File: config.mk
export PLATFORM = sky130hd
export DESIGN_NAME = path_decoration_span_finder_top_flat
export DESIGN_NICKNAME = d
export VERILOG_FILES = /design/src/sv/pdsf_pkg.sv /design/src/sv/pdsf_req_if.sv /design/src/sv/pdsf_rsp_if.sv /design/src/sv/path_decoration_span_finder_top.sv /design/src/flat_wrapper.sv
export VERILOG_INCLUDE_DIRS = /design/src /design/src/sv
export SDC_FILE = /design/constraint.sdc
export NUM_CORES = 1
export LEC_CHECK = 0
export BUFFER_PORTS_ARGS = -buffer_cell sky130_fd_sc_hd__buf_2
export CAP_MARGIN = 10
export CELL_PAD_IN_SITES_DETAIL_PLACEMENT = 1
export CELL_PAD_IN_SITES_GLOBAL_PLACEMENT = 1
export CORE_MARGIN = 3
export CORE_UTILIZATION = 47
export DETAILED_ROUTE_END_ITERATION = 16
export HOLD_SLACK_MARGIN = 0.05
export PLACE_DENSITY_LB_ADDON = 0.05
export SYNTH_ARGS = -nofsm -noshare
export SYNTH_HDL_FRONTEND = slang
export SYNTH_SLANG_ARGS = --single-unit
File: constraint.sdc
create_clock -name clock -period 4 [get_ports clock]
set_input_delay 1 -clock clock [delete_from_list [all_inputs] [get_ports clock]]
set_output_delay 1 -clock clock [all_outputs]
set_load 0.1 [all_outputs]
File: src/sv/path_decoration_span_finder_top_macros.svh
// Assertion macros used by the span finder RTL.
`ifndef PATH_DECORATION_SPAN_FINDER_TOP_MACROS_SVH
`define PATH_DECORATION_SPAN_FINDER_TOP_MACROS_SVH

// Same-cycle implication, sampled on the rising clock edge, off during reset.
`define PDSF_ASSERT_NOW(label, clk, rst, ante, cons, msg) \
   label: assert property (@(posedge clk) disable iff (rst) (ante) |-> (cons)) \
      else $error(msg);

// Next-cycle implication, sampled on the rising clock edge, off during reset.
`define PDSF_ASSERT_NEXT(label, clk, rst, ante, cons, msg) \
   label: assert property (@(posedge clk) disable iff (rst) (ante) |=> (cons)) \
      else $error(msg);

`endif

File: src/sv/pdsf_pkg.sv
package pdsf_pkg;

   localparam int DEFAULT_MAX_LEN = 1024;

   localparam int CH_W  = 8;
   localparam int OUT_W = 10;

   localparam logic [CH_W-1:0] CH_NUL       = 8'h00;
   localparam logic [CH_W-1:0] CH_BACKSLASH = 8'h5C;
   localparam logic [CH_W-1:0] CH_SPACE     = 8'h20;
   localparam logic [CH_W-1:0] CH_DOT       = 8'h2E;
   localparam logic [CH_W-1:0] CH_OPEN      = 8'h5B;
   localparam logic [CH_W-1:0] CH_CLOSE     = 8'h5D;
   localparam logic [CH_W-1:0] CH_DIGIT_LO  = 8'h30;
   localparam logic [CH_W-1:0] CH_DIGIT_HI  = 8'h39;

endpackage

File: src/sv/pdsf_req_if.sv
interface pdsf_req_if;
   import pdsf_pkg::*;

   logic            valid;
   logic            ready;
   logic [CH_W-1:0] ch;

   modport source (output valid, output ch, input ready);
   modport sink   (input valid, input ch, output ready);
endinterface

File: src/sv/pdsf_rsp_if.sv
interface pdsf_rsp_if;
   import pdsf_pkg::*;

   logic             valid;
   logic             ready;
   logic             removed;
   logic [OUT_W-1:0] cut_start;
   logic [OUT_W-1:0] cut_length;
   logic             too_long;

   modport source (output valid, output removed, output cut_start, output cut_length,
                   output too_long, input ready);
   modport sink   (input valid, input removed, input cut_start, input cut_length,
                   input too_long, output ready);
endinterface

File: src/sv/path_decoration_span_finder_top.sv
// The response for a string appears in the cycle after its NUL byte is accepted.
// Throughput: one byte per cycle while the request side is not stalled; the byte
// update and the response are both one register stage.
// A response waiting on the output register stalls the request side only when the
// downstream ready is also low.
// Reset is synchronous and active high; it clears all scan state and the response valid.
module path_decoration_span_finder_top #(
   parameter int MAX_LEN = pdsf_pkg::DEFAULT_MAX_LEN
) (
   input logic        clock,
   input logic        reset,
   pdsf_req_if.sink   req_bus,
   pdsf_rsp_if.source rsp_bus
);
   import pdsf_pkg::*;

   `include "path_decoration_span_finder_top_macros.svh"

   // Index registers must be able to hold MAX_LEN itself, since the position
   // counter saturates there once a string runs too long.
   localparam int PW = $clog2(MAX_LEN + 1);
   localparam logic [PW-1:0] MAX_POS = PW'(MAX_LEN);

   // Scan state, one copy for the string in flight.
   logic [PW-1:0] position_ff,        position_in;
   logic          overflowed_ff,      overflowed_in;
   logic [PW-1:0] component_start_ff, component_start_in;
   logic          open_active_ff,     open_active_in;
   logic [PW-1:0] open_index_ff,      open_index_in;
   logic          closed_just_now_ff, closed_just_now_in;
   logic [PW-1:0] closed_start_ff,    closed_start_in;
   logic          dot_valid_ff,       dot_valid_in;
   logic          dot_has_group_ff,   dot_has_group_in;
   logic [PW-1:0] dot_group_start_ff, dot_group_start_in;
   logic [PW-1:0] dot_index_ff,       dot_index_in;

   // Response register.
   logic             rsp_valid_ff,  rsp_valid_in;
   logic             removed_ff,    removed_in;
   logic [OUT_W-1:0] cut_start_ff,  cut_start_in;
   logic [OUT_W-1:0] cut_length_ff, cut_length_in;
   logic             too_long_ff,   too_long_in;

   logic          req_accept;
   logic          nul_accept;
   logic [PW-1:0] ext_pos;
   logic          group_seen;
   logic [PW-1:0] group_start;
   logic          group_hit;
   logic [PW-1:0] group_len;

   // The response register doubles as the skid stage: a new request is taken
   // whenever it is empty or being drained in the same cycle.
   assign req_bus.ready = !rsp_valid_ff || rsp_bus.ready;
   assign req_accept    = req_bus.valid && req_bus.ready;
   assign nul_accept    = req_accept && (req_bus.ch == CH_NUL);

   // On the terminator the extension is the last qualifying dot when there is
   // one, otherwise the end of the string. The group must end right at it.
   always_comb begin
      if (dot_valid_ff) begin
         ext_pos     = dot_index_ff;
         group_seen  = dot_has_group_ff;
         group_start = dot_group_start_ff;
      end else begin
         ext_pos     = position_ff;
         group_seen  = closed_just_now_ff;
         group_start = closed_start_ff;
      end
      group_hit = !overflowed_ff && group_seen && (ext_pos > group_start);
      group_len = ext_pos - group_start;
   end

   // Next state of the scan registers.
   always_comb begin
      position_in        = position_ff;
      overflowed_in      = overflowed_ff;
      component_start_in = component_start_ff;
      open_active_in     = open_active_ff;
      open_index_in      = open_index_ff;
      closed_just_now_in = closed_just_now_ff;
      closed_start_in    = closed_start_ff;
      dot_valid_in       = dot_valid_ff;
      dot_has_group_in   = dot_has_group_ff;
      dot_group_start_in = dot_group_start_ff;
      dot_index_in       = dot_index_ff;

      if (nul_accept) begin
         // The terminator reports and then starts a fresh string.
         position_in        = '0;
         overflowed_in      = 1'b0;
         component_start_in = '0;
         open_active_in     = 1'b0;
         open_index_in      = '0;
         closed_just_now_in = 1'b0;
         closed_start_in    = '0;
         dot_valid_in       = 1'b0;
         dot_has_group_in   = 1'b0;
         dot_group_start_in = '0;
         dot_index_in       = '0;
      end else if (req_accept) begin
         if (position_ff >= MAX_POS) begin
            // Too long: the position stays saturated and the byte is dropped.
            overflowed_in = 1'b1;
         end else if (!overflowed_ff) begin
            closed_just_now_in = 1'b0;
            position_in        = position_ff + PW'(1);
            case (req_bus.ch) inside
               CH_OPEN: begin
                  // A bracket on the component's first character never counts.
                  open_active_in = (position_ff > component_start_ff);
                  open_index_in  = position_ff;
               end
               [CH_DIGIT_LO:CH_DIGIT_HI]: begin
                  // Digits keep an open group alive.
               end
               CH_CLOSE: begin
                  closed_just_now_in = open_active_ff;
                  closed_start_in    = open_index_ff;
                  open_active_in     = 1'b0;
               end
               CH_DOT: begin
                  open_active_in     = 1'b0;
                  dot_valid_in       = 1'b1;
                  dot_index_in       = position_ff;
                  dot_has_group_in   = closed_just_now_ff;
                  dot_group_start_in = closed_start_ff;
               end
               CH_SPACE: begin
                  // A space ends the extension search but not the component.
                  open_active_in = 1'b0;
                  dot_valid_in   = 1'b0;
               end
               CH_BACKSLASH: begin
                  open_active_in     = 1'b0;
                  dot_valid_in       = 1'b0;
                  component_start_in = position_ff + PW'(1);
               end
               default: begin
                  open_active_in = 1'b0;
               end
            endcase
         end
      end
   end

   // Next state of the response register. Indices are reported in ten bits.
   always_comb begin
      removed_in    = removed_ff;
      cut_start_in  = cut_start_ff;
      cut_length_in = cut_length_ff;
      too_long_in   = too_long_ff;
      if (nul_accept) begin
         rsp_valid_in  = 1'b1;
         removed_in    = group_hit;
         cut_start_in  = group_hit ? OUT_W'(group_start) : '0;
         cut_length_in = group_hit ? OUT_W'(group_len) : '0;
         too_long_in   = overflowed_ff;
      end else if (rsp_bus.ready) begin
         rsp_valid_in = 1'b0;
      end else begin
         rsp_valid_in = rsp_valid_ff;
      end
   end

   always_ff @(posedge clock) begin
      if (reset) begin
         position_ff        <= '0;
         overflowed_ff      <= 1'b0;
         component_start_ff <= '0;
         open_active_ff     <= 1'b0;
         open_index_ff      <= '0;
         closed_just_now_ff <= 1'b0;
         closed_start_ff    <= '0;
         dot_valid_ff       <= 1'b0;
         dot_has_group_ff   <= 1'b0;
         dot_group_start_ff <= '0;
         dot_index_ff       <= '0;
         rsp_valid_ff       <= 1'b0;
      end else begin
         position_ff        <= position_in;
         overflowed_ff      <= overflowed_in;
         component_start_ff <= component_start_in;
         open_active_ff     <= open_active_in;
         open_index_ff      <= open_index_in;
         closed_just_now_ff <= closed_just_now_in;
         closed_start_ff    <= closed_start_in;
         dot_valid_ff       <= dot_valid_in;
         dot_has_group_ff   <= dot_has_group_in;
         dot_group_start_ff <= dot_group_start_in;
         dot_index_ff       <= dot_index_in;
         rsp_valid_ff       <= rsp_valid_in;
      end
   end

   // Response payload needs no reset; it is only looked at under valid.
   always_ff @(posedge clock) begin
      removed_ff    <= removed_in;
      cut_start_ff  <= cut_start_in;
      cut_length_ff <= cut_length_in;
      too_long_ff   <= too_long_in;
   end

   assign rsp_bus.valid      = rsp_valid_ff;
   assign rsp_bus.removed    = removed_ff;
   assign rsp_bus.cut_start  = cut_start_ff;
   assign rsp_bus.cut_length = cut_length_ff;
   assign rsp_bus.too_long   = too_long_ff;

   `PDSF_ASSERT_NEXT(a_nul_gives_rsp, clock, reset, nul_accept,
      rsp_valid_ff && (position_ff == '0) && !overflowed_ff,
      "terminator did not produce a response and clear the scan state")

   `PDSF_ASSERT_NOW(a_overflow_saturated, clock, reset, overflowed_ff,
      position_ff == MAX_POS, "overflow flagged without a saturated position")

   `PDSF_ASSERT_NOW(a_removed_excludes_long, clock, reset, rsp_valid_ff,
      !(removed_ff && too_long_ff), "removal reported on an overlong string")

   `PDSF_ASSERT_NOW(a_open_after_component, clock, reset, open_active_ff,
      open_index_ff > component_start_ff, "open group does not lie past component start")

endmodule
File: src/flat_wrapper.sv
// flat-port wrapper written by rule: the top's interface ports become plain ports
module path_decoration_span_finder_top_flat import pdsf_pkg::*;
#(
   parameter int MAX_LEN = pdsf_pkg::DEFAULT_MAX_LEN
)
  (clock, reset, req_bus_valid, req_bus_ch, req_bus_ready, rsp_bus_valid, rsp_bus_removed, rsp_bus_cut_start, rsp_bus_cut_length, rsp_bus_too_long, rsp_bus_ready);
  pdsf_req_if req_bus_i ();
  pdsf_rsp_if rsp_bus_i ();
  input logic clock;
  input logic reset;
  input wire logic [$bits(req_bus_i.valid)-1:0] req_bus_valid;
  input wire logic [$bits(req_bus_i.ch)-1:0] req_bus_ch;
  output wire logic [$bits(req_bus_i.ready)-1:0] req_bus_ready;
  output wire logic [$bits(rsp_bus_i.valid)-1:0] rsp_bus_valid;
  output wire logic [$bits(rsp_bus_i.removed)-1:0] rsp_bus_removed;
  output wire logic [$bits(rsp_bus_i.cut_start)-1:0] rsp_bus_cut_start;
  output wire logic [$bits(rsp_bus_i.cut_length)-1:0] rsp_bus_cut_length;
  output wire logic [$bits(rsp_bus_i.too_long)-1:0] rsp_bus_too_long;
  input wire logic [$bits(rsp_bus_i.ready)-1:0] rsp_bus_ready;
  assign req_bus_i.valid = req_bus_valid;
  assign req_bus_i.ch = req_bus_ch;
  assign req_bus_ready = req_bus_i.ready;
  assign rsp_bus_valid = rsp_bus_i.valid;
  assign rsp_bus_removed = rsp_bus_i.removed;
  assign rsp_bus_cut_start = rsp_bus_i.cut_start;
  assign rsp_bus_cut_length = rsp_bus_i.cut_length;
  assign rsp_bus_too_long = rsp_bus_i.too_long;
  assign rsp_bus_i.ready = rsp_bus_ready;
  path_decoration_span_finder_top #(.MAX_LEN(MAX_LEN)) u_core (.clock(clock), .reset(reset), .req_bus(req_bus_i), .rsp_bus(rsp_bus_i));
endmodule
==> flow_summary.yaml <==
worst_setup_path:
  cp-end-kind: "flip-flop"
  crit_path_start_kind: "flip-flop"
  worstPathMaxFanout: 18
  arrival_ps: 3470
  crit_type: "flip-flop to flip-flop"
  r2r_slack_ps: 620
  required_ps: 4090
finish:
  seqCellArea_um2: 2100
  antennaDiodeCount: 0
  area_growth_pct: 9.09
  layoutNonFillerInstCount: 643
  fill_cells: 1112
  layout.nets: 542
  layout-drive-gt1-share_pct: 20.0
  multi_input_area_um2: 2470
placement:
  port_buffers: 35
  place_congestion: 0.864
  place_hpwl_um: 7850
  dp_cells: 627
route:
  via_per_inst: 5.38
  vias: 3460
  drtIter0Drc: 130
  final_antenna_net_count: 0
  drc_errors: 0
  wl_um: 10500
  wl_per_cell_um: 16.4
  first_pass_iters: 4
synth:
  ys.flop_type: "dfxtp_1"
  synth_seq_cells: 94
  synthCells: 479
  synth_cell_types: 55
  syn_area_um2: 4820
  synth_edf_count: 22
  synth_area_per_cell_um2: 10.1
  async_flop_share_pct: 0
  seq_area_frac_synth_pct: 43.6
  synth_nets: 516
  synth.yosys.warnings: 0
global_routing:
  grt_max_degree: 36
  met1_usage_pct: 26.2
  overflow: 0
  busiest_layer: "met2"
  antenna_found_initial: 0
  grt.met3_usage_pct: 3.60
  grt_use_met2_pct: 32.3
  grt_pass1_wl_um: 17900
  grt_pass1_vias: 3592
  grt_usage_pct: 19.7
power:
  power_density_nw_per_um2: 313
  leakage_nw: 1.93
  vdd_drop_max_v: 0.000201
  power.share.sequential_pct: 59.1
  p_int_w: 0.00123
  swShare_pct: 25.2
  total_power_w: 0.00165
  clockPowerShare_pct: 36.0
  combPwrFrac_pct: 4.9
  p_switching_w: 0.000415
floorplan:
  dieArea_um2: 11500
  core_area_um2: 9860
  die_y_um: 107
  io_pins: 36
  start_util_pct: 48.8
  row_count: 36
  die_x_um: 107
sta:
  setup_viol: 0
  finalSetupTns_ps: 0
  hold_viol: 0
  period_share_pct: 84.5
  skew_ps: 7.24
  drv_slew: 0
  relSlewSlack_pct: 41.4
  rsz0062_at_grt: "false"
  max_freq_ghz: 0.296
  worstMarginPinSlew_ps: 878
  fin_crit_ps: 3380
flow_run:
  maxCapViolCount: 0
clock_tree:
  root_buffer: "clkbuf_8"
  post-cts-setup-buffer-count: 0
  htree_levels: 3
  cts_buffer_depth: 2
  clock_latency_ps: 370
  tritoncts: "built"
  cts_resized: 0
  clk_pin_slew_ps: 100
  cts_made_buffers: 9
  holdBufCountCts: 0
  clkSinkCount: 94
status:
  status: "complete, no violations"
min_path:
  min_path_type: "flip-flop to flip-flop"
-- worst max-delay path, stage by stage, from the launching register on --
cell and delay (ps):
dfxtp_1 760, buf_4 350, mux2_2 360, ha_1 370, a211oi_2 330, o21ai_0 170, o21ai_2 600, nor3_1 140
-- power by group through the flow --
| stage | combinational [W] | clock (W) | sequential, W |
|---|---|---|---|
| final | 0.0000809 | 0.000593 | 0.000973 |
| after global routing | 0.0000907 | 0.000649 | 0.000974 |
| after CTS | 0.0000815 | 0.000621 | 0.000973 |
| after detailed placement | 0.0000813 | 0 | 0.000995 |
| after global placement | 0.0000796 | 0 | 0.000996 |
| after floorplan | 0.0000537 | 0 | 0.000994 |
-- flip-flops by register name (all words and copies together), names as in the netlist, 10 cells and up --
register / cells
u_core.position_ff: 11
u_core.closed_start_ff: 11
u_core.rsp_bus.cut_start: 10
u_core.rsp_bus.cut_length: 10
u_core.component_start_ff: 11
u_core.open_index_ff: 11
u_core.dot_index_ff: 11
u_core.dot_group_start_ff: 11
-- worst paths after layout --
check / to / cells after the start / from
max: u_core.rsp_bus.cut_length[6]$_SDFFCE_PN0P_ / 7 / u_core.dot_valid_ff$_SDFFE_PP0P_
min: u_core.dot_index_ff[10]$_SDFFE_PP0P_ / 1 / u_core.dot_index_ff[10]$_SDFFE_PP0P_
max reg2reg: u_core.rsp_bus.cut_length[6]$_SDFFCE_PN0P_ / 7 / u_core.dot_valid_ff$_SDFFE_PP0P_
min reg2reg: u_core.dot_index_ff[10]$_SDFFE_PP0P_ / 1 / u_core.dot_index_ff[10]$_SDFFE_PP0P_
-- cells in the mapped netlist (all sizes together) (8+ instances only) --
cell type  number  area (um^2)
nor2           87          364
inv            20         75.1
nand4           9         71.3
o21ai          17         88.8
nor3            9         45.0
nand3           9         50.1
buf            22          143
clkbuf          8         31.3
edfxtp         22          661
a211oi         13          143
ha             24          300
dfxtp          72         1440
mux2i          56          561
mux2           10          113
nand2          17         63.8
a21oi          17         85.1
xnor2          11         96.3
-- layout make-up --
cell class | instances | share of cell area, %
Clock inverter | 7 | 1.07
Timing Repair Buffer | 45 | 5.00
Clock buffer | 9 | 2.36
Inverter | 20 | 1.43
Tap cell | 133 | 3.17
Sequential cell | 94 | 40.0
Multi-Input combinational cell | 335 | 47.0
-- cell families (layout without fill, tap and decap cells) --
kind of cell    Yosys count  in the layout  share of synthesized area (%)
compound gates           65             65                           9.50
xor+xnor                 18             18                           3.27
simple gates            161            161                           17.8
buf+inv                  50             81                           5.17
mux                      66             66                           14.0
fa+ha+maj                25             25                           6.65
flops                    94             94                           43.6
-- through the flow --
step	setup slack, ps	area (um^2)	hold slack [ps]	util, %
after floorplan	1050	4820	445	-
after global placement	750	5080	459	51.5
after detailed placement	666	5080	467	51.5
after CTS	638	5260	482	53.3
after global routing	308	5260	500	53.3
final	620	5260	480	53.3
-- cell usage in the layout, fill, tap and decap left out, types with 3 or more instances in the layout --
cell type and count:
a211oi_1 4, a211oi_2 9, a21boi_0 3, a21o_1 3, a21oi_1 17, and3_1 3
buf_2 35, buf_4 9, clkbuf_8 9, dfxtp_1 72, edfxtp_1 22, ha_1 24
inv_1 20, inv_6 3, mux2_2 10, mux2i_1 56, nand2_1 17, nand3_1 8
nand4_1 8, nor2_1 76, nor2_2 9, nor3_1 9, nor3b_1 4, nor4_1 3
nor4_4 3, o21ai_0 16, or3_1 4, xnor2_1 11, xor2_1 7
-- layer usage --
| layer | vias to the layer above | wire (um) |
|---|---|---|
| met4 | 0 | 154 |
| met1 | 1675 | 5100 |
| met2 | 43 | 4980 |
| met3 | 12 | 283 |
| met5 | - | 0 |
| li1 | 1730 | - |
Note: power is estimated with default switching activity, not from simulation.
